===== config.mk =====
export PLATFORM = sky130hd
export DESIGN_NAME = periodic_alarm_table
export DESIGN_NICKNAME = d
export VERILOG_FILES = /design/src/rtl/pat_pkg.sv /design/src/rtl/periodic_alarm_table.sv /design/src/rtl/pat_addsub.sv
export SDC_FILE = /design/constraint.sdc
export NUM_CORES = 1
export LEC_CHECK = 0
export BUFFER_PORTS_ARGS = -buffer_cell sky130_fd_sc_hd__buf_2
export CORE_ASPECT_RATIO = 1.5
export CORE_UTILIZATION = 40
export DETAILED_ROUTE_END_ITERATION = 6
export PLACE_DENSITY_LB_ADDON = 0.15
export SYNTH_ARGS = -nofsm -noshare
export SYNTH_HDL_FRONTEND = slang
export SYNTH_HIERARCHICAL = 1
export SYNTH_SLANG_ARGS = --single-unit

===== constraint.sdc =====
create_clock -name clk -period 6.9 [get_ports clk]
set_input_delay 0.69 -clock clk [delete_from_list [all_inputs] [get_ports clk]]
set_output_delay 0.69 -clock clk [all_outputs]
set_load 0.05 [all_outputs]

===== src/rtl/pat_pkg.sv =====
// Shared package for the periodic alarm table.
// Holds op codes, table defaults and the shared adder request type.
// No dependencies.
package pat_pkg;

  localparam int SLOTS_DEF = 16;
  localparam int MAX_FIRE  = 16;
  localparam int FIRE_W    = $clog2(MAX_FIRE + 1);
  localparam int TIME_W    = 32;

  localparam logic [TIME_W-1:0] TOL_RESET = 32'd15;

  localparam logic [1:0] OP_REGISTER   = 2'd0;
  localparam logic [1:0] OP_UNREGISTER = 2'd1;
  localparam logic [1:0] OP_TICK       = 2'd2;

  typedef struct packed {
    logic              sub;
    logic [TIME_W-1:0] a;
    logic [TIME_W-1:0] b;
  } alu_req_t;

endpackage


===== src/rtl/periodic_alarm_table.sv =====
// Periodic alarm table: top level with slot table, scan sequencer and output stage.
// Depends on pat_pkg and pat_addsub.
//
//  channel | signals                                         | direction | flow control
//  --------+-------------------------------------------------+-----------+-------------
//  in      | in_op, in_slot, in_alarm_time, in_period,       | to block  | in_valid /
//          | in_now_time                                     |           | in_stall
//  out     | out_fired_slot, out_last_fired                  | from block| out_valid /
//          |                                                 |           | out_stall
//  cfg     | cfg_late_tolerance                              | to block  | cfg_valid /
//          |                                                 |           | cfg_ready
//
// Register and unregister items complete on transfer; the block stays ready for the next item.
// A tick walks the slots with one shared adder and a one-port table memory:
//   an invalid slot is skipped in S_RD, a valid slot is read in S_RD and checked
//   in S_CMP, and a due slot also gets its write-back in S_UPD; the scan closes
//   with the end check in S_RD and the flush of the last report in S_FLUSH.
// Reset (rst_n low, synchronous) clears all valid bits, the pending and output
// valid flags and sets the tolerance to 15; the table payload is not cleared.
// A stall on out only holds the scan while a finished report cannot move on.
module periodic_alarm_table #(
  parameter int SLOTS = pat_pkg::SLOTS_DEF
) (
  input  logic                        clk,
  input  logic                        rst_n,
  // input channel
  input  logic                        in_valid,
  output logic                        in_stall,
  input  logic [1:0]                  in_op,
  input  logic [3:0]                  in_slot,
  input  logic [pat_pkg::TIME_W-1:0]  in_alarm_time,
  input  logic [pat_pkg::TIME_W-1:0]  in_period,
  input  logic [pat_pkg::TIME_W-1:0]  in_now_time,
  // result channel
  output logic                        out_valid,
  input  logic                        out_stall,
  output logic [3:0]                  out_fired_slot,
  output logic                        out_last_fired,
  // configuration write
  input  logic                        cfg_valid,
  output logic                        cfg_ready,
  input  logic [pat_pkg::TIME_W-1:0]  cfg_late_tolerance
);

  localparam int IDX_W  = (SLOTS > 1) ? $clog2(SLOTS) : 1;
  localparam int CNT_W  = $clog2(SLOTS + 1);
  localparam int TW     = pat_pkg::TIME_W;
  localparam int FIRE_W = pat_pkg::FIRE_W;

  // Scan sequencer, one-hot
  typedef enum logic [4:0] {
    S_IDLE  = 5'b00001,
    S_RD    = 5'b00010,  // check end / valid bit, issue table read
    S_CMP   = 5'b00100,  // now - due against tolerance
    S_UPD   = 5'b01000,  // due + period write-back, queue report
    S_FLUSH = 5'b10000   // hand over the last report of the tick
  } state_t;

  state_t                 state_r, state_nxt;
  logic [CNT_W-1:0]       scan_idx_r;
  logic [FIRE_W-1:0]      fire_cnt_r;
  logic [TW-1:0]          now_r;
  logic [TW-1:0]          tol_r;
  logic [SLOTS-1:0]       slot_valid_r;

  // table entry: {period, due time}
  logic [2*TW-1:0]        table_mem [SLOTS];
  logic [2*TW-1:0]        rd_data_r;

  // one report held back until we know whether it is the last of the tick
  logic                   pend_valid_r;
  logic [3:0]             pend_slot_r;

  logic                   out_valid_r;
  logic [3:0]             out_slot_r;
  logic                   out_last_r;

  logic                   in_xfer;
  logic [6:0]             slot_ext;
  logic                   slot_ok;
  logic [IDX_W-1:0]       slot_idx;
  logic [IDX_W-1:0]       scan_addr;
  logic [6:0]             scan_ext;
  logic                   scan_end;
  logic                   cur_valid;
  logic                   is_due;
  logic                   out_free;
  logic                   upd_go;
  logic                   flush_go;
  logic                   idx_step;
  logic                   wr_en;
  logic [IDX_W-1:0]       wr_addr;
  logic [2*TW-1:0]        wr_data;
  logic [TW-1:0]          due_q;
  logic [TW-1:0]          per_q;
  pat_pkg::alu_req_t      alu_req;
  logic [TW-1:0]          alu_res;

  assign in_stall  = (state_r != S_IDLE);
  assign in_xfer   = in_valid && !in_stall;
  assign cfg_ready = 1'b1;

  assign slot_ext  = 7'(in_slot);
  assign slot_ok   = slot_ext < 7'(SLOTS);
  assign slot_idx  = slot_ext[IDX_W-1:0];

  assign scan_addr = scan_idx_r[IDX_W-1:0];
  assign scan_ext  = 7'(scan_idx_r);
  assign scan_end  = (scan_idx_r == CNT_W'(SLOTS)) ||
                     (fire_cnt_r == FIRE_W'(pat_pkg::MAX_FIRE));
  assign cur_valid = slot_valid_r[scan_addr];

  assign due_q = rd_data_r[TW-1:0];
  assign per_q = rd_data_r[2*TW-1:TW];

  // shared adder: wrapping difference in S_CMP, due-time advance otherwise
  always_comb begin
    alu_req.sub = (state_r == S_CMP);
    alu_req.a   = (state_r == S_CMP) ? now_r : due_q;
    alu_req.b   = (state_r == S_CMP) ? due_q : per_q;
  end

  pat_addsub u_addsub (
    .req (alu_req),
    .res (alu_res)
  );

  assign is_due   = (alu_res <= tol_r);
  assign out_free = !out_valid_r || !out_stall;
  // a new report displaces the pending one into the output register
  assign upd_go   = (state_r == S_UPD)   && (!pend_valid_r || out_free);
  assign flush_go = (state_r == S_FLUSH) && (!pend_valid_r || out_free);

  assign idx_step = ((state_r == S_RD) && !scan_end && !cur_valid) ||
                    ((state_r == S_CMP) && !is_due) ||
                    upd_go;

  // single table write port: register item or due-time write-back
  always_comb begin
    wr_en   = 1'b0;
    wr_addr = scan_addr;
    wr_data = {per_q, alu_res};
    if (in_xfer && (in_op == pat_pkg::OP_REGISTER) && slot_ok) begin
      wr_en   = 1'b1;
      wr_addr = slot_idx;
      wr_data = {in_period, in_alarm_time};
    end else if (upd_go) begin
      wr_en = 1'b1;
    end
  end

  always_comb begin
    state_nxt = state_r;
    unique case (state_r)
      S_IDLE: begin
        if (in_xfer && (in_op == pat_pkg::OP_TICK)) state_nxt = S_RD;
      end
      S_RD: begin
        if (scan_end)       state_nxt = S_FLUSH;
        else if (cur_valid) state_nxt = S_CMP;
      end
      S_CMP: begin
        state_nxt = is_due ? S_UPD : S_RD;
      end
      S_UPD: begin
        if (upd_go) state_nxt = S_RD;
      end
      S_FLUSH: begin
        if (flush_go) state_nxt = S_IDLE;
      end
      default: state_nxt = S_IDLE;
    endcase
  end

  // control state
  always_ff @(posedge clk) begin
    if (!rst_n) begin
      state_r      <= S_IDLE;
      scan_idx_r   <= '0;
      fire_cnt_r   <= '0;
      tol_r        <= pat_pkg::TOL_RESET;
      slot_valid_r <= '0;
      pend_valid_r <= 1'b0;
      out_valid_r  <= 1'b0;
    end else begin
      state_r <= state_nxt;

      if (cfg_valid && cfg_ready) tol_r <= cfg_late_tolerance;

      if (in_xfer && slot_ok) begin
        if (in_op == pat_pkg::OP_REGISTER)   slot_valid_r[slot_idx] <= 1'b1;
        if (in_op == pat_pkg::OP_UNREGISTER) slot_valid_r[slot_idx] <= 1'b0;
      end

      if (in_xfer && (in_op == pat_pkg::OP_TICK)) begin
        scan_idx_r <= '0;
        fire_cnt_r <= '0;
      end else if (idx_step) begin
        scan_idx_r <= scan_idx_r + CNT_W'(1);
      end

      if (upd_go) begin
        fire_cnt_r   <= fire_cnt_r + FIRE_W'(1);
        pend_valid_r <= 1'b1;
      end else if (flush_go) begin
        pend_valid_r <= 1'b0;
      end

      if ((upd_go || flush_go) && pend_valid_r) out_valid_r <= 1'b1;
      else if (!out_stall)                      out_valid_r <= 1'b0;
    end
  end

  // payload registers and table
  always_ff @(posedge clk) begin
    if (in_xfer) now_r <= in_now_time;
    if (wr_en) table_mem[wr_addr] <= wr_data;
    if ((state_r == S_RD) && !scan_end && cur_valid) rd_data_r <= table_mem[scan_addr];
    if (upd_go) pend_slot_r <= scan_ext[3:0];
    if ((upd_go || flush_go) && pend_valid_r) begin
      out_slot_r <= pend_slot_r;
      out_last_r <= flush_go;
    end
  end

  assign out_valid      = out_valid_r;
  assign out_fired_slot = out_slot_r;
  assign out_last_fired = out_last_r;

endmodule


===== src/rtl/pat_addsub.sv =====
// Shared 32-bit add/subtract unit of the alarm table sequencer.
// Depends on pat_pkg (alu_req_t, TIME_W).
module pat_addsub (
  input  pat_pkg::alu_req_t            req,
  output logic [pat_pkg::TIME_W-1:0]   res
);

  logic [pat_pkg::TIME_W-1:0] b_op;

  // subtract as a + ~b + 1
  assign b_op = req.sub ? ~req.b : req.b;
  assign res  = req.a + b_op + pat_pkg::TIME_W'(req.sub);

endmodule


Word level (Yosys, flattened, before mapping)
Memories as Yosys holds them, arrays and structs flattened. A register that Yosys moved wholly into a read port is not among the register bits.
Cells that the tools add are included.
W data, S select, Z words.

storage, ports and cells
  RAM bits = 1,024
  register bits after elaboration = 106
  input bits = 139
  memories kept = 1
  logic and storage cells = 102

operators by class
  mux-type cells = 30
  magnitude comparators = 5
  bitwise gates (word level) = 5
  reductions and logical operators = 31
  eq/ne operators = 15
  add/sub/neg operators = 4

memories
  memory     depth  width  rd ports  clocked after memory_dff  wr ports  RTL line                    source
  table_mem  16     64     1         1                         1         periodic_alarm_table.sv:67  logic [2*TW-1:0] table_mem [SLOTS];

operators by type and width
  operator               number
  $mux W32               3
  $mux W16               4
  $mux W64               1
  $mux W5                7
  $add A32 B1 Y32        1
  $add A32 B32 Y32       1
  $le A32 B32 Y1         1
  $not A32 Y32           1
  $pmux W5 S5            1
  $and A16 B16 Y16       1
  $not A16 Y16           1
  $or A16 B16 Y16        1
  $eq A5 B5 Y1 const B   3
  $lt A4 B5 Y1 const B   3
  $logic_and A1 B1 Y1    13
  $add A5 B1 Y5 const B  2
  $mux W1                10
  $mux W4                2
  $logic_not A1 Y1       7
  $logic_or A1 B1 Y1     6
  $ne A2 B2 Y1 const B   3
  $eq A5 B1 Y1 const B   1
  $eq A5 B2 Y1 const B   1
  $eq A5 B3 Y1 const B   1
  other kinds (14)       15

Depth between registers and ports, before layout
Gate-level depths: netlist (run 1).

  depth in word-level cells = 11
  mapped depth = 26
  gate-level depth less buffers = 23

Modules after synthesis
The synthesis (run 1) kept the hierarchy.

modules (own cells, without submodules)
  module                seq. area each (µm²)  cells an instance  area each (µm²)  times used
  periodic_alarm_table  35,203.8              2,268              46,746.1         1
  pat_addsub            0.0                   292                2,145.8          1

Least setup slack after synthesis (run 1)
OpenSTA, ideal clock, no wires.

  path kind = register to register
  start = register state_r[4]
  end = register scan_idx_r[4]
  data arrival time = 6,169 ps
  setup time = 70 ps
  slack = 661 ps
  stages on the path, launching flop included = 26
  buffers on the path = 4
  clock period less this slack = 6,239 ps
  cell sequence = dfxtp_1 > buf_6 > or3_4 > or3b_4 > inv_1 > clkbuf_1 > buf_6 > clkbuf_1 > xor2_1 > inv_1 > fa_1 > nand2b_1 > a21oi_1 > nor2_1 > o211ai_1 > o22ai_1 > o311a_1 > nor3_1 > ha_1 > nand4_1 > or4_1 > or3_4 > a31oi_4 > nor3_2 > or3_1 > a21oi_1

RTL lines
  element                 RTL line                     source
  start, declared         periodic_alarm_table.sv:59   state_t state_r, state_nxt;
  start signal, assigned  periodic_alarm_table.sv:186  state_r <= state_nxt;
  end signal, assigned    periodic_alarm_table.sv:199  scan_idx_r <= scan_idx_r + CNT_W'(1);
  end, declared           periodic_alarm_table.sv:60   logic [CNT_W-1:0] scan_idx_r;

==> summary.txt, run 1 <==
PLACEMENT
--------------------------------------------------------------------------------------
Routability congestion estimate from global placement ...................        0.892
Pre-CTS WS ..............................................................       261 ps
Port bufs ...............................................................          145
Cells after DPL .........................................................         4225
Detail Placement HPWL ...................................................      78.2 mm

GRT
--------------------------------------------------------------------------------------
Aggregate global routing overflow .......................................            0
Total global routing track utilization ..................................        0.220
First-pass GRT wire length ..............................................       191 mm
Vias in the first global route ..........................................        26200
Pin count of the biggest net entering global routing ....................          128
Number of antenna violations at the first check in global routing .......           10

OUTCOME
--------------------------------------------------------------------------------------
Result of the run .......................................................    completed

LOGIC SYNTHESIS
--------------------------------------------------------------------------------------
Share of synthesized flip-flops with an asynchronous set or reset .......            0
Post-synthesis cell area ................................................   0.0489 mm²
Total of warnings raised by yosys .......................................            6
Synthesized net count ...................................................         2769
Portion of the post-synthesis area used by sequential elements ..........        0.720
Average footprint of a synthesized cell .................................     19.1 µm²
Post-synth EDFFs ........................................................         1129
Main synth FF type ...................................................... sky130_fd_sc_hd__edfxtp_1
Number of synthesized register bits .....................................         1194
Number of distinct standard cells referenced by the synthesized netlist .           71
Synthesized instance count ..............................................         2560

MIN PATH
--------------------------------------------------------------------------------------
Cell depth of the worst min-delay path ..................................            1
Type of the tightest min-delay check .................................... input port to register

DIE
--------------------------------------------------------------------------------------
Starting utilization of the core area ...................................        0.405
Top-Level Pins ..........................................................          147
Row Count ...............................................................          156
Die X-Extent ............................................................       287 µm
Die Y-Extent ............................................................       430 µm
Die footprint ...........................................................    0.124 mm²
Core outline area .......................................................    0.121 mm²

DETAILED ROUTING
--------------------------------------------------------------------------------------
Number of remaining DRC errors ..........................................            0
Vias post-DR ............................................................        25100
Detail Route Antenna Nets ...............................................            0
DRC violation total after the first TritonRoute iteration ...............         2372
Average detailed-routed wire length per instance ........................      30.4 µm
Average via count per standard cell .....................................         5.67
Final Routed Wirelength .................................................       135 mm
First-pass iteration count of the detailed router .......................            5

CLOCK NETWORK
--------------------------------------------------------------------------------------
Maximum count of clock buffers along a single path ......................            3
Post-CTS setup buffers ..................................................            0
TritonCTS clock tree ....................................................          yes
CTS clk-pin slew, worst paths ...........................................        70 ps
Clock Latency Late Sink .................................................       740 ps
Sink Count ..............................................................         1194
Clock buffer count from CTS .............................................          108
H-tree levels ...........................................................            3
Cell at the root of the clock tree ...................................... sky130_fd_sc_hd__clkbuf_16

WORST SETUP PATH
--------------------------------------------------------------------------------------
Reg2reg path depth ......................................................           23
Arrival time worst endpoint .............................................      7310 ps
Minimum setup slack among reg-to-reg paths ..............................       250 ps
Setup crit start ........................................................   state_r[4]
Critical Path Start Type ................................................     register
Reg-to-reg startpoint ...................................................   state_r[4]
Crit path capture ....................................................... scan_idx_r[4]
Worst r2r dst ........................................................... scan_idx_r[4]
Top fanout value on the critical path ...................................           36
Path type of the worst setup path ....................................... register to register
Type of element capturing the critical path .............................     register
WP data required ........................................................      7550 ps

LAYOUT
--------------------------------------------------------------------------------------
Number of standard cells in the layout, taps in and fillers out .........         4427
Ratio of cells with drive above 1 in the final layout ...................        0.283
FF+latch area ...........................................................   0.0352 mm²
Number of nets in the layout ............................................         2964
Combined area of the multi-input logic cells ............................   0.0131 mm²
Most frequent standard cell in the layout excluding fill and tap cells .. sky130_fd_sc_hd__edfxtp_1
Layout overhead on the synthesized area .................................        13.5%
Fill cell instance count of the final layout ............................        10100
Most frequent cells in the layout ....................................... sky130_fd_sc_hd__edfxtp_1 (1129), sky130_fd_sc_hd__mux4_2 (325), sky130_fd_sc_hd__nand2_1 (244), sky130_fd_sc_hd__buf_2 (145), sky130_fd_sc_hd__clkbuf_16 (111)

TIMING
--------------------------------------------------------------------------------------
Number of endpoints with negative hold slack in the final report ........            0
Setup total negative slack ..............................................         0 ps
Slew headroom ...........................................................        0.206
Final worst path period share ...........................................        0.964
Upper clock frequency limit .............................................      150 MHz
Final Worst Setup Slack .................................................       249 ps
Final worst hold slack ..................................................       127 ps
Number of pins exceeding their max-slew limit in the final report .......            0
RSZ-0062 raised after global routing ....................................        false
Time the final worst path needs with I/O delays and setup ...............      6650 ps
Fin Clk Skew ............................................................      27.5 ps
Worst Tran Pin Value ....................................................      1190 ps
Finish-stage setup viols ................................................            0

POWER AND IR DROP
--------------------------------------------------------------------------------------
IR drop worst, VDD ......................................................     0.184 mV
Static leakage ..........................................................      17.8 nW
Power consumption .......................................................      14.6 mW
Power density over the cells ............................................   263 mW/mm²

RUN
--------------------------------------------------------------------------------------
Max-capacitance violation count .........................................            0

flip-flops by register name, indices dropped and copies added, names as in the netlist, 5 cells and up:
signal        count
slot_valid_r     16
tol_r            32
fire_cnt_r        5
scan_idx_r        5
state_r           5
table_mem      1024
now_r            32
rd_data_r        64
report_power, final:
group	switching [mW]	internal (mW)
clock	2.67	3.40
sequential	0.0305	7.96
combinational	0.306	0.203
per-stage QoR:
| stage | util | instance area [µm²] |
|---|---|---|
| after CTS | 0.459 | 55500 |
| after detailed placement | 0.430 | 51900 |
| after global placement | 0.430 | 51900 |
| after global routing | 0.459 | 55500 |
| final | 0.459 | 55500 |
| after floorplan | - | 48900 |
cell usage after synthesis, types with 4 or more instances:
master / count / area [µm²]
sky130_fd_sc_hd__mux4_2: 325 / 7320
sky130_fd_sc_hd__xnor2_1: 22 / 193
sky130_fd_sc_hd__nor2b_1: 7 / 43.8
sky130_fd_sc_hd__buf_2: 4 / 20.0
sky130_fd_sc_hd__nand2b_1: 5 / 31.3
sky130_fd_sc_hd__o21a_1: 7 / 52.6
sky130_fd_sc_hd__mux2i_1: 31 / 310
sky130_fd_sc_hd__or3_1: 7 / 43.8
sky130_fd_sc_hd__o21ai_0: 36 / 180
sky130_fd_sc_hd__a211oi_1: 6 / 45.0
sky130_fd_sc_hd__o211ai_1: 6 / 45.0
sky130_fd_sc_hd__buf_1: 34 / 128
sky130_fd_sc_hd__dfxtp_1: 65 / 1300
sky130_fd_sc_hd__a31oi_1: 12 / 75.1
sky130_fd_sc_hd__clkbuf_1: 84 / 315
sky130_fd_sc_hd__nor3b_1: 4 / 30.0
sky130_fd_sc_hd__nor3_1: 17 / 85.1
sky130_fd_sc_hd__mux2_2: 63 / 709
sky130_fd_sc_hd__nand4_1: 17 / 106
sky130_fd_sc_hd__nor4_1: 5 / 31.3
sky130_fd_sc_hd__xor2_1: 44 / 385
sky130_fd_sc_hd__and2_1: 4 / 25.0
sky130_fd_sc_hd__nor2_1: 86 / 323
sky130_fd_sc_hd__nand2_1: 244 / 916
sky130_fd_sc_hd__a21o_1: 14 / 105
sky130_fd_sc_hd__inv_1: 55 / 206
sky130_fd_sc_hd__a21oi_1: 69 / 345
sky130_fd_sc_hd__nand3_1: 18 / 90.1
sky130_fd_sc_hd__ha_1: 69 / 863
sky130_fd_sc_hd__a32oi_1: 4 / 35.0
sky130_fd_sc_hd__and3_1: 4 / 25.0
sky130_fd_sc_hd__o21bai_1: 7 / 52.6
sky130_fd_sc_hd__edfxtp_1: 1129 / 33900
critical path, cell delays in order, from the launching register on:
cell,delay (ps)
sky130_fd_sc_hd__dfxtp_1,380
sky130_fd_sc_hd__or3_4,420
sky130_fd_sc_hd__or3b_4,540
sky130_fd_sc_hd__inv_4,140
sky130_fd_sc_hd__buf_12,220
sky130_fd_sc_hd__buf_12,220
sky130_fd_sc_hd__nand2_1,80
sky130_fd_sc_hd__nand2_1,70
sky130_fd_sc_hd__xor2_1,170
sky130_fd_sc_hd__ha_1,330
sky130_fd_sc_hd__a21oi_1,200
sky130_fd_sc_hd__o21ai_0,170
sky130_fd_sc_hd__a221oi_1,610
sky130_fd_sc_hd__o41ai_1,190
sky130_fd_sc_hd__a21oi_1,220
sky130_fd_sc_hd__xnor2_1,200
sky130_fd_sc_hd__ha_1,370
sky130_fd_sc_hd__nand4_1,200
sky130_fd_sc_hd__or4_1,590
sky130_fd_sc_hd__or3_4,400
sky130_fd_sc_hd__a31oi_4,190
sky130_fd_sc_hd__nor3_2,110
sky130_fd_sc_hd__or3_1,370
sky130_fd_sc_hd__a21oi_1,150
final cells by class:
class,count,area share
tap,1580,0.0356
timing repair buffer,210,0.0255
inverter,56,0.00383
clock inverter,55,0.00999
sequential,1194,0.635
multi-input combinational,1185,0.237
antenna,3,0.000135
clock buffer,144,0.0536
cell families (layout without fill, tap and decap cells):
logic type	Yosys count	after routing	share of synthesized area
simple gates	436	436	0.0391
other cells	1	4	0.0000767
compound gates	192	192	0.0257
fa+ha+maj	70	70	0.0181
xor+xnor	66	66	0.0118
flops	1194	1194	0.720
buf+inv	181	465	0.0144
mux	420	420	0.171
how the worst min path moves through the flow:
stage	startpoint	endpoint	slack, ps
2_1_floorplan	pend_slot_r[0]	out_fired_slot[0]	400
3_3_place_gp	pend_slot_r[3]	out_fired_slot[3]	410
3_5_place_dp	pend_slot_r[0]	out_fired_slot[0]	400
4_1_cts	in_now_time[12]	now_r[12]	80
5_1_grt	in_now_time[12]	now_r[12]	110
6_report	in_now_time[12]	now_r[12]	130
per-layer routing:
metal	part of all wire	routed length, µm	vias up	global-route usage
met2	0.51	69000	759	0.375
met3	0.047	6390	160	0.0215
met4	0.027	3670	0	0.0715
met1	0.41	55600	13500	0.293
met5	0	0	-	0
li1	-	-	10700	-
timing repair:
| action | 4_1_cts | 5_1_grt |
|---|---|---|
| gates resized for setup | 0 | 4 |
| setup endpoints to repair | 0 | 2 |
| hold buffers | 0 | 0 |
(Power assumes the default switching activity.)
==> run 2: changes to the inputs <==
CORE_MARGIN = 2   (was default)
==> run 2 against run 1 <==
Effect of this change:
- fmax increased by 2.6%
- core utilization decreased by 0.28 points
- critical path type unchanged
- via count decreased by 0.59%
- critical path depth increased by 1
- count of clock-buffer cells in the layout decreased by 7
- clock power decreased by 2%
- non-clock buffer count increased by 10
- power decreased by 1.0%
- combinational power about the same
==> summary.txt, run 2 (same netlist as run 1, synthesis figures left out) <==
GRT
-------------------------------------------------------------------------------------
Total global routing track utilization .................................        0.216
First-pass GRT wire length .............................................       189 mm
Pin count of the biggest net entering global routing ...................           70
GRT Max-Usage Layer ....................................................         met2
Fraction of met2 tracks used by global routing .........................        0.356
Aggregate global routing overflow ......................................            0
Met1 Usage GRT .........................................................        0.289
Number of antenna violations at the first check in global routing ......           12
Vias in the first global route .........................................        26200
Global-route track usage on met3 .......................................       0.0294

RUN
-------------------------------------------------------------------------------------
Max-capacitance violation count ........................................            0

WORST SETUP PATH
-------------------------------------------------------------------------------------
Critical Path, Cell by Cell ............................................ or3_4 > or3b_4 > buf_4 > nand2_1 > nand2_1 > xor2_1 > inv_1 > fa_1 > nand2b_1 > a21oi_1 > nor2_1 > o211ai_1 > o22ai_1 > o311a_1 > nor3_1 > buf_4 > ha_1 > nand4_1 > or4_1 > or3_4 > a31oi_4 > nor3_2 > or3_1 > a21oi_1
Slowest stage cell, crit path .......................................... sky130_fd_sc_hd__or4_1
Delay of the slowest cell on the worst path ............................       570 ps
Type of element capturing the critical path ............................     register
WP data required .......................................................      7540 ps
Top fanout value on the critical path ..................................           66
Critical Path Start Type ...............................................     register
Arrival time worst endpoint ............................................      7130 ps
Path type of the worst setup path ...................................... register to register

DETAILED ROUTING
-------------------------------------------------------------------------------------
DRC violation total after the first TritonRoute iteration ..............         2247
Number of remaining DRC errors .........................................            0
Average detailed-routed wire length per instance .......................      30.1 µm
First-pass iteration count of the detailed router ......................            5
Detail Route Antenna Nets ..............................................            0
Final Routed Wirelength ................................................       134 mm
Vias post-DR ...........................................................        25000
Average via count per standard cell ....................................         5.61

TIMING
-------------------------------------------------------------------------------------
Final worst path period share ..........................................        0.940
Setup total negative slack .............................................         0 ps
Final Worst Setup Slack ................................................       417 ps
Finish-stage setup viols ...............................................            0
Time the final worst path needs with I/O delays and setup ..............      6480 ps
Number of endpoints with negative hold slack in the final report .......            0
Upper clock frequency limit ............................................      154 MHz
Worst Tran Pin Value ...................................................      1250 ps
RSZ-0062 raised after global routing ...................................        false
Number of pins exceeding their max-slew limit in the final report ......            0
Fin Clk Skew ...........................................................      25.7 ps
Slew headroom ..........................................................        0.163

DIE
-------------------------------------------------------------------------------------
Die footprint ..........................................................    0.125 mm²
Row Count ..............................................................          157
Die Y-Extent ...........................................................       432 µm
Starting utilization of the core area ..................................        0.402
Die X-Extent ...........................................................       289 µm
Core outline area ......................................................    0.122 mm²
Top-Level Pins .........................................................          147

POWER AND IR DROP
-------------------------------------------------------------------------------------
Power density over the cells ...........................................   260 mW/mm²
Static leakage .........................................................      17.8 nW
IR drop worst, VDD .....................................................     0.214 mV

LAYOUT
-------------------------------------------------------------------------------------
Combined area of the multi-input logic cells ...........................   0.0131 mm²
Register bank with the most flops ......................................    table_mem
Number of flip-flops in the largest register ...........................         1024
Final core utilization .................................................        0.456
Number of nets in the layout ...........................................         2977
Fill cell instance count of the final layout ...........................        10200
Most frequent cells in the layout ...................................... sky130_fd_sc_hd__edfxtp_1 (1129), sky130_fd_sc_hd__mux4_2 (325), sky130_fd_sc_hd__nand2_1 (244), sky130_fd_sc_hd__buf_2 (145), sky130_fd_sc_hd__clkbuf_16 (113)
Most frequent standard cell in the layout excluding fill and tap cells . sky130_fd_sc_hd__edfxtp_1
Layout overhead on the synthesized area ................................        13.5%
Regs by FF count ....................................................... table_mem (1024), rd_data_r (64)
Ratio of cells with drive above 1 in the final layout ..................        0.280
FF+latch area ..........................................................   0.0352 mm²

CLOCK NETWORK
-------------------------------------------------------------------------------------
Cell at the root of the clock tree ..................................... sky130_fd_sc_hd__clkbuf_16
Clock buffer count from CTS ............................................          111
H-tree levels ..........................................................            3
Clock Latency Late Sink ................................................       730 ps
Sink Count .............................................................         1194
Post-CTS setup buffers .................................................            0
CTS clk-pin slew, worst paths ..........................................        80 ps
Maximum count of clock buffers along a single path .....................            3
TritonCTS clock tree ...................................................          yes
CTS Hold Bufs ..........................................................            0
Count of cells resized by post-cts repair ..............................            0

PLACEMENT
-------------------------------------------------------------------------------------
Pre-CTS WS .............................................................       540 ps
Detail Placement HPWL ..................................................      81.8 mm
Port bufs ..............................................................          145
Routability congestion estimate from global placement ..................        0.889

OUTCOME
-------------------------------------------------------------------------------------
Result of the run ......................................................    completed

MIN PATH
-------------------------------------------------------------------------------------
Type of the tightest min-delay check ................................... input port to register

## run 2: cell count changes in the layout (fill, tap and decap cells not counted), moves of 5 or more
cell / previous run / this run
sky130_fd_sc_hd__buf_4: 48 / 58
sky130_fd_sc_hd__clkbuf_2: 5 / 0
sky130_fd_sc_hd__clkbuf_8: 6 / 0
sky130_fd_sc_hd__clkinv_1: 17 / 29
sky130_fd_sc_hd__clkinvlp_4: 1 / 6
## run 2: metrics by stage
stage / instances / total power, mW / hold WS [ps] / cell area (µm²)
floorplan: 2560 / 8.46 / 400 / 48900
global placement: 4245 / 8.65 / 401 / 52000
detailed placement: 4245 / 8.66 / 409 / 52000
CTS: 4448 / 14.6 / 80.9 / 55500
global route: 4449 / 14.9 / 116 / 55500
finish: 4451 / 14.4 / 136 / 55500
## run 2: area by class of cell
cell class | count | share of cell area
antenna | 3 | 0.000135
clock buffer | 137 | 0.0526
clock inverter | 66 | 0.00972
inverter | 56 | 0.00383
multi-input combinational | 1185 | 0.236
sequential | 1194 | 0.635
tap | 1590 | 0.0358
timing repair buffer | 220 | 0.0271
## run 2: routing by layer
metal	share of wire	vias up
met1	0.42	13200
li1	-	10800
met3	0.053	177
met5	0.00022	-
met4	0.040	4
met2	0.49	813
## run 2: path summary, 6_finish.rpt
path	start	depth (start not counted)	slack (ps)	end
worst min register to register	pend_slot_r[3]	0	420	out_fired_slot[3]
worst max register to register	state_r[4]	24	420	scan_idx_r[4]
worst max-delay path	state_r[4]	24	420	scan_idx_r[4]
worst min-delay path	in_now_time[12]	1	140	now_r[12]
## run 2: worst max-delay path: cells and delay by family, from the launching register on
family          cells  cell delay, ps
compound gates      6            1560
xor+xnor            1             190
fa+ha+maj           2             540
buf+inv             3             580
flops               1             380
simple gates       12            3110
## run 2: power by group
part | switching (mW) | total [mW] | internal [mW]
clock network | 2.69 | 5.92 | 3.23
registers | 0.0294 | 7.99 | 7.96
logic | 0.305 | 0.508 | 0.203
==> run 3: changes to the inputs <==
CORE_UTILIZATION = 56   (was 40)
CTS_CLUSTER_DIAMETER = 60   (was default)
==> run 3 against run 2 <==
Effect of this change:
- setup slack got worse by 39 ps
- register-to-register slack got worse by 40 ps
- first-iteration DRC count rose by 29%
- sequential cell count did not move
- non-clock buffer count fell by 21
- sequential share of layout area rose by 0.91 points
- largest cell class unchanged
==> summary.txt, run 3 (same netlist as run 1, synthesis figures left out) <==
OUTCOME
-------------------------------------------------------------------------------------
Result of the run ......................................................    completed

CLOCK NETWORK
-------------------------------------------------------------------------------------
Maximum count of clock buffers along a single path .....................            3
Post-CTS setup buffers .................................................            0
Cell at the root of the clock tree ..................................... sky130_fd_sc_hd__clkbuf_16
TritonCTS clock tree ...................................................          yes
CTS Hold Bufs ..........................................................            0
H-tree levels ..........................................................            3
Clock buffer count from CTS ............................................          108
Count of cells resized by post-cts repair ..............................            0
Sink Count .............................................................         1194
CTS clk-pin slew, worst paths ..........................................        70 ps
Clock Latency Late Sink ................................................       730 ps

RUN
-------------------------------------------------------------------------------------
Max-capacitance violation count ........................................            0

TIMING
-------------------------------------------------------------------------------------
Setup total negative slack .............................................         0 ps
Number of endpoints with negative hold slack in the final report .......            0
Upper clock frequency limit ............................................      153 MHz
Final worst path period share ..........................................        0.945
Number of pins exceeding their max-slew limit in the final report ......            0
Finish-stage setup viols ...............................................            0
Fin Clk Skew ...........................................................      31.6 ps
Final Worst Setup Slack ................................................       378 ps
RSZ-0062 raised after global routing ...................................        false
Time the final worst path needs with I/O delays and setup ..............      6520 ps
Slew headroom ..........................................................        0.174
Worst Tran Pin Value ...................................................      1240 ps

DIE
-------------------------------------------------------------------------------------
Die footprint ..........................................................   0.0897 mm²
Die Y-Extent ...........................................................       366 µm
Die X-Extent ...........................................................       245 µm
Top-Level Pins .........................................................          147
Row Count ..............................................................          132
Core outline area ......................................................   0.0864 mm²
Starting utilization of the core area ..................................        0.566

WORST SETUP PATH
-------------------------------------------------------------------------------------
Top fanout value on the critical path ..................................           66
Slowest stage cell, crit path .......................................... sky130_fd_sc_hd__or4_1
Path type of the worst setup path ...................................... register to register
Delay of the slowest cell on the worst path ............................       540 ps
Type of element capturing the critical path ............................     register
WP data required .......................................................      7540 ps
Number of buffer and inverter stages on the critical path ..............            2
Critical Path Start Type ...............................................     register
Worst path top cell family by delay .................................... simple AND/OR/NAND/NOR gates
Critical Path, Cell by Cell ............................................ or3_4 > or3b_4 > buf_4 > nand2_1 > nand2_1 > xor2_1 > inv_1 > fa_1 > nand2b_1 > a21oi_1 > nor2_1 > o211ai_1 > o22ai_1 > o31ai_1 > xor2_1 > ha_1 > nand4_1 > or4_1 > or3_4 > a31oi_4 > nor3_2 > or3_1 > a21oi_1
Arrival time worst endpoint ............................................      7160 ps

GRT
-------------------------------------------------------------------------------------
Pin count of the biggest net entering global routing ...................          104
Number of antenna violations at the first check in global routing ......           10
Vias in the first global route .........................................        26000
First-pass GRT wire length .............................................       179 mm
Aggregate global routing overflow ......................................            0
Total global routing track utilization .................................        0.282

PLACEMENT
-------------------------------------------------------------------------------------
Pre-CTS WS .............................................................       453 ps
Detail Placement HPWL ..................................................      72.3 mm
Routability congestion estimate from global placement ..................        0.922
Port bufs ..............................................................          145

DETAILED ROUTING
-------------------------------------------------------------------------------------
Average detailed-routed wire length per instance .......................      31.3 µm
Final Routed Wirelength ................................................       125 mm
Detail Route Antenna Nets ..............................................            0
Number of remaining DRC errors .........................................            0
DRC violation total after the first TritonRoute iteration ..............         2896
First-pass iteration count of the detailed router ......................            5
Vias post-DR ...........................................................        25400
Average via count per standard cell ....................................         6.40

LAYOUT
-------------------------------------------------------------------------------------
Fill cell instance count of the final layout ...........................         5983
Number of flip-flops in the largest register ...........................         1024
Regs by FF count ....................................................... table_mem (1024), rd_data_r (64)
Number of nets in the layout ...........................................         2953
Register bank with the most flops ......................................    table_mem
Final core utilization .................................................        0.633
Ratio of cells with drive above 1 in the final layout ..................        0.272
Layout overhead on the synthesized area ................................        11.9%
Most frequent cells in the layout ...................................... sky130_fd_sc_hd__edfxtp_1 (1129), sky130_fd_sc_hd__mux4_2 (325), sky130_fd_sc_hd__nand2_1 (244), sky130_fd_sc_hd__buf_2 (145), sky130_fd_sc_hd__clkbuf_16 (110)
Most frequent standard cell in the layout excluding fill and tap cells . sky130_fd_sc_hd__edfxtp_1

POWER AND IR DROP
-------------------------------------------------------------------------------------
Power consumption ......................................................      14.4 mW
IR drop worst, VDD .....................................................     0.225 mV
Power density over the cells ...........................................   263 mW/mm²
Static leakage .........................................................      17.6 nW

MIN PATH
-------------------------------------------------------------------------------------
Type of the tightest min-delay check ................................... input port to register

run 3: cell types whose count changed in the layout (fill, tap and decap cells not counted), sizes merged:
cell      previous run  this run
buf                220       199
clkinv              49        34
clkbuf             137       146
clkinvlp             7         4
bufinv               6         8
diode                3         5
inv                 60        62
run 3: area by class of cell:
class                           instances  area, µm²  share of cell area
Timing Repair Buffer                  199       1280              0.0234
Sequential cell                      1194      35200               0.644
Clock inverter                         52        557              0.0102
Tap cell                             1139       1430              0.0260
Antenna cell                            5       12.5            0.000229
Clock buffer                          146       2900              0.0530
Multi-Input combinational cell       1185      13100               0.240
Inverter                               56        213             0.00389
run 3: path summary, 6_finish.rpt:
| path | to | slack (ps) | cells past startpoint | startpoint |
|---|---|---|---|---|
| max | scan_idx_r[4] | 380 | 23 | state_r[4] |
| min reg2reg | out_fired_slot[0] | 430 | 0 | pend_slot_r[0] |
| max reg2reg | scan_idx_r[4] | 380 | 23 | state_r[4] |
| min | now_r[16] | 140 | 1 | in_now_time[16] |
run 3: report_power, final:
group / internal [mW] / switching [mW] / total [mW]
combinational: 0.203 / 0.297 / 0.500
sequential: 7.96 / 0.0305 / 7.99
clock: 3.27 / 2.65 / 5.92
run 3: stage by stage:
step	hold slack (ps)	instances	area [µm²]
6_report	143	3976	54700
5_1_grt	139	3971	54700
4_1_cts	98.5	3971	54700
3_5_place_dp	411	3773	51300
3_3_place_gp	407	3773	51300
2_1_floorplan	400	2560	48900
run 3: routing by layer:
| layer | track usage | part of all wire | vias to the layer above |
|---|---|---|---|
| met5 | 0 | 0.00052 | - |
| met4 | 0.107 | 0.036 | 10 |
| met3 | 0.0389 | 0.071 | 203 |
| met2 | 0.459 | 0.50 | 1096 |
| met1 | 0.393 | 0.39 | 13400 |
| li1 | - | - | 10700 |
